===== src/rtl/hufd_pkg.sv =====
package hufd_pkg;

    localparam int SYMBOL_W   = 8;
    localparam int LENGTH_W   = 6;
    localparam int CODE_W     = 32;
    localparam int SYMBOL_NUM = 256;

    localparam logic OP_LOAD   = 1'b0;
    localparam logic OP_DECODE = 1'b1;

    localparam logic STATUS_OK   = 1'b0;
    localparam logic STATUS_MISS = 1'b1;

    typedef struct packed {
        logic [SYMBOL_W-1:0] symbol;
        logic                status;
        logic                store_overflow;
    } result_t;

endpackage


===== src/rtl/hufd_out_stage.sv =====
module hufd_out_stage (
    input  logic              clk,
    input  logic              rst_n,
    input  logic              res_valid,
    output logic              res_ready,
    input  hufd_pkg::result_t res,
    output logic              out_valid,
    input  logic              out_ready,
    output hufd_pkg::result_t out_res
);

    import hufd_pkg::*;

    logic    valid_reg, valid_next;
    result_t data_reg, data_next;

    assign res_ready = !valid_reg || out_ready;

    always_comb
    begin
        valid_next = valid_reg;
        data_next  = data_reg;
        if (res_ready)
        begin
            valid_next = res_valid;
            if (res_valid)
            begin
                data_next = res;
            end
        end
    end

    always_ff @(posedge clk or negedge rst_n)
    begin
        if (!rst_n)
        begin
            valid_reg <= 1'b0;
        end
        else
        begin
            valid_reg <= valid_next;
        end
    end

    always_ff @(posedge clk)
    begin
        data_reg <= data_next;
    end

    assign out_valid = valid_reg;
    assign out_res   = data_reg;

endmodule


===== config.mk =====
export PLATFORM = sky130hd
export DESIGN_NAME = hufd_out_stage
export DESIGN_NICKNAME = d
export VERILOG_FILES = /design/src/rtl/hufd_pkg.sv /design/src/rtl/hufd_out_stage.sv
export SDC_FILE = /design/constraint.sdc
export NUM_CORES = 1
export LEC_CHECK = 0
export BUFFER_PORTS_ARGS = -buffer_cell sky130_fd_sc_hd__buf_2
export CAP_MARGIN = 20
export CELL_PAD_IN_SITES_DETAIL_PLACEMENT = 1
export CELL_PAD_IN_SITES_GLOBAL_PLACEMENT = 2
export CORE_MARGIN = 5
export CORE_UTILIZATION = 22
export CTS_CLUSTER_DIAMETER = 40
export DETAILED_ROUTE_END_ITERATION = 16
export GPL_TIMING_DRIVEN = 1
export PLACE_DENSITY_LB_ADDON = 0.1
export SLEW_MARGIN = 20
export SYNTH_ARGS = -nofsm -noshare
export SYNTH_HDL_FRONTEND = slang
export SYNTH_SLANG_ARGS = --single-unit

===== constraint.sdc =====
create_clock -name clk -period 1.3 [get_ports clk]
set_input_delay 0.13 -clock clk [delete_from_list [all_inputs] [get_ports clk]]
set_output_delay 0.13 -clock clk [all_outputs]
set_load 0.02 [all_outputs]

==> After elaboration in Yosys (flattened, before gate mapping) <==
Index checks and enable logic that the tools add are counted.
{ "totals": {"reg_bits": 11, "word_cells": 7} }
{ "classes": {"reduce_logical": 3} }
{ "ops": {"columns": ["operator", "count"], "rows": [
  ["AND reduction 2 bit", 1],
  ["logical NOT 1 bit", 1],
  ["logical OR 1 bit", 1]
]} }

==> Longest topological paths before layout <==
{ "logic_depth": {"word_depth": 3, "depth_mapped": 2, "mapped_depth_nobuf": 2} }

==> Worst setup path after synthesis <==
OpenSTA, ideal clock, no wires.
{ "synth_timing": {"kind": "reg-to-reg", "start": "register valid_reg (netlist: out_valid)", "end": "register data_reg, in the netlist out_res[0] (enable)", "setup_time_ns": 0.303, "t_arrival_ns": 0.810, "required_ns": 0.997, "setup_slack_ns": 0.187, "path_stages_with_launch": 3, "n_path_buf": 0, "period_less_slack_ns": 1.113, "path_cell_list": "dfrtp_1 > nand2b_4 > and2_4"} }
{ "synth_between": {"elab_chain_len": 3} }
{ "synth_lines": {"columns": ["element", "line", "source"], "rows": [
  ["start: declaration", "hufd_out_stage.sv:14", "logic valid_reg, valid_next;"],
  ["start signal: assignment", "hufd_out_stage.sv:41", "valid_reg <= valid_next;"],
  ["logical NOT 1 bit", "hufd_out_stage.sv:17", "assign res_ready = !valid_reg || out_ready;"],
  ["logical OR 1 bit", "hufd_out_stage.sv:17", null],
  ["net res_ready", "hufd_out_stage.sv:5", "output logic res_ready,"],
  ["AND reduction 2 bit (no source line)", null, null],
  ["end signal: assignment", "hufd_out_stage.sv:47", "data_reg <= data_next;"],
  ["end: declaration", "hufd_out_stage.sv:15", "result_t data_reg, data_next;"]
]} }
The timed path passes the listed nets, and every way through them passes these cells.
A chain may end at the register's enable or synchronous reset.

==> Worst setup path in the final report <==
{ "layout_timing": {"start": "register valid_reg (netlist: out_valid)", "end": "output port res_ready"} }
{ "layout_between": {"elab_chain_len": 2} }
{ "layout_lines": {"columns": ["element", "line"], "rows": [
  ["logical NOT 1 bit", "hufd_out_stage.sv:17"],
  ["logical OR 1 bit", "hufd_out_stage.sv:17"],
  ["end: declaration", "hufd_out_stage.sv:5"]
]} }
No other way between the ends.

==> results.md <==
* CTS tree: yes
* Antenna Nets Post-Route at 0
* Synth Area in Adders at 0
* Vias in the first global route at 278
* RSZ-0062 raised after global routing: false
* WP data arrival at 0.91 ns
* Simple-Gate Fraction of Synth Area at 0.0813
* Relative slew slack at 0.903
* Setup TNS at 0 ns
* DRC at 0
* Max Cap Viol at 0
* Hold crit path type: primary input to flip-flop
* Core Region at 1520 µm²
* Max Buffers Root-to-Sink at 2
* Top Ports at 26
* PwrDens at 1360 nW/µm²
* Global Route Usage Sum at 0.0627
* CTS clk-pin slew, worst paths at 0.07 ns
* Starting Density at 0.232
* CP Launch Type: flip-flop
* Crit-path max FO at 3
* LEAKAGE at 0.241 nW
* Final layout net count at 59
* Die Span Y at 50.1 µm
* Endpoints failing hold at 0
* DR WL/cell at 12.5 µm
* Num CTS Buffers at 3
* Routed WL at 747 µm
* Ys Warns at 0
* H-tree depth at 1
* Reg2Reg Setup Slack at 0.29 ns
* Most used routing layer: met2
* Worst path required time at 1.17 ns
* Die ar. at 2510 µm²
* Antenna violations before repair at 0
* Pin count of the biggest net entering global routing at 11
* Worst ir drop on vdd at 499 µV
* Status: complete, no violations
* Met3 Use GR at 0.0361
* Non-Filler Instances at 60
* Setup violations, final at 0
* Mapped Area at 354 µm²
* Flop and latch count out of synthesis at 11
* PortBufs at 25
* Min Tclk post-route at 1.04 ns
* Area leader, netlist: edfxtp_1
* Skew final at 0.00270 ns
* Vias at 239
* Mean area per synthesized cell at 25.3 µm²
* Clk_lat worst skew at 0.26 ns
* CP Capture Type: output pin
* Grt ovf at 0
* Fin. max-slew vios at 0
* First-pass GRT wire length at 1.17 mm
* Main combinational cell family by area after synthesis: simple AND/OR/NAND/NOR gates
* Grt met2 use at 0.109
* Most frequent cells in the layout: buf_2, edfxtp_1, clkbuf_4
* Cell variety after synth at 5
* Setup CP Type: flip-flop to output pin
* Period utilization at 0.803
* Syn_nets at 28
* Top cell type's share of synthesized area at 0.848
* XOR/XNOR Fraction of Synth Area at 0
* Fmax at 958 MHz
* Vias per cell at 3.98
* Layout cells sized above 1 at 0.705
* Slew @ Worst Pin at 0.146 ns
* Cell count after synthesis at 14
* Synth Area in Compound Gates at 0
* Post-synthesis mux area share at 0
* Final hold slack at 0.0349 ns
* Initial drt markers at 2
* Met1 Use GR at 0.0538
* Row cnt at 14
* GP Congestion at 0.624
* Synth area leaders: edfxtp_1, dfrtp_1, nand2b_4, and2_4, nand2b_1
* Antenna diodes at 0
* Commonest non-fill, non-tap cell in the layout: buf_2
* Placed cell count at 55
* Area Growth Syn to Fin at 51.6%
* Root buf cell: clkbuf_4
* TritonRoute pass-1 iters at 2
* Seq/Total Area, Yosys at 0.919
* CTS Sinks at 11
* Die X at 50.1 µm
==> through the flow <==
step | utilization | power [W] | instance area (µm²) | setup WS [ns]
after global placement | 0.328 | 0.000504 | 499 | 0.314
after global routing | 0.352 | 0.000770 | 537 | 0.196
after CTS | 0.352 | 0.000750 | 537 | 0.243
final | 0.352 | 0.000731 | 537 | 0.257
after detailed placement | 0.328 | 0.000507 | 499 | 0.295
after floorplan | - | 0.000465 | 354 | 0.187
==> critical path: stages (launching register included) <==
cell and delay, ns:
dfrtp_1 0.41, nand2b_4 0.08, buf_2 0.16
==> repair_timing <==
action	in CTS	in global routing
hold buffers	1	0
gates resized for setup	0	0
buffers inserted	0	0
endpoints found under the hold margin	1	0
==> synthesized netlist by cell type <==
cell	number
nand2b_4	1
and2_4	1
edfxtp_1	10
dfrtp_1	1
nand2b_1	1
==> cells by family (layout without fill, tap and decap cells) <==
group	count (synthesis)	count (layout)
flip-flops	11	11
buffers and inverters	0	30
AND/OR/NAND/NOR	3	3
==> registers in the layout, summed over array words and instances, names as in the netlist <==
| name | flops |
|---|---|
| out_res | 10 |
| out_valid | 1 |
==> layer usage <==
layer / wire length, µm / part of all wire
met1: 243 / 0.33
met2: 386 / 0.52
met3: 117 / 0.16
met4: 0 / 0
met5: 0 / 0
==> report_power, final <==
group	total (W)	leakage, nW	switching [W]	internal [W]
registers	0.000414	0.106	0.00000533	0.000409
logic	0.0000854	0.117	0.0000497	0.0000356
clock network	0.000232	0.0177	0.000118	0.000114
total	0.000731	0.241	0.000173	0.000558
==> path summary, 6_finish.rpt <==
check | end | depth (start not counted) | start
setup / recovery | res_ready | 2 | out_valid$_DFFE_PN0P_
hold / removal | out_res[4]$_DFFE_PP_ | 1 | res[4]
setup reg to reg | out_res[0]$_DFFE_PP_ | 2 | out_valid$_DFFE_PN0P_
hold reg to reg | out_valid$_DFFE_PN0P_ | 2 | out_valid$_DFFE_PN0P_
max in group asynchronous | out_valid$_DFFE_PN0P_ | 2 | rst_n
min in group asynchronous | out_valid$_DFFE_PN0P_ | 2 | rst_n
==> final cells by class <==
| class | instances | area (µm²) |
|---|---|---|
| flip-flops and latches | 11 | 325 |
| clock inverters | 1 | 5.00 |
| clock buffers | 3 | 22.5 |
| fillers | 174 | 987 |
| repair buffers | 26 | 135 |
| well taps | 16 | 20.0 |
| multi-input cells | 3 | 28.8 |
Power figures use the tool's default switching activity.
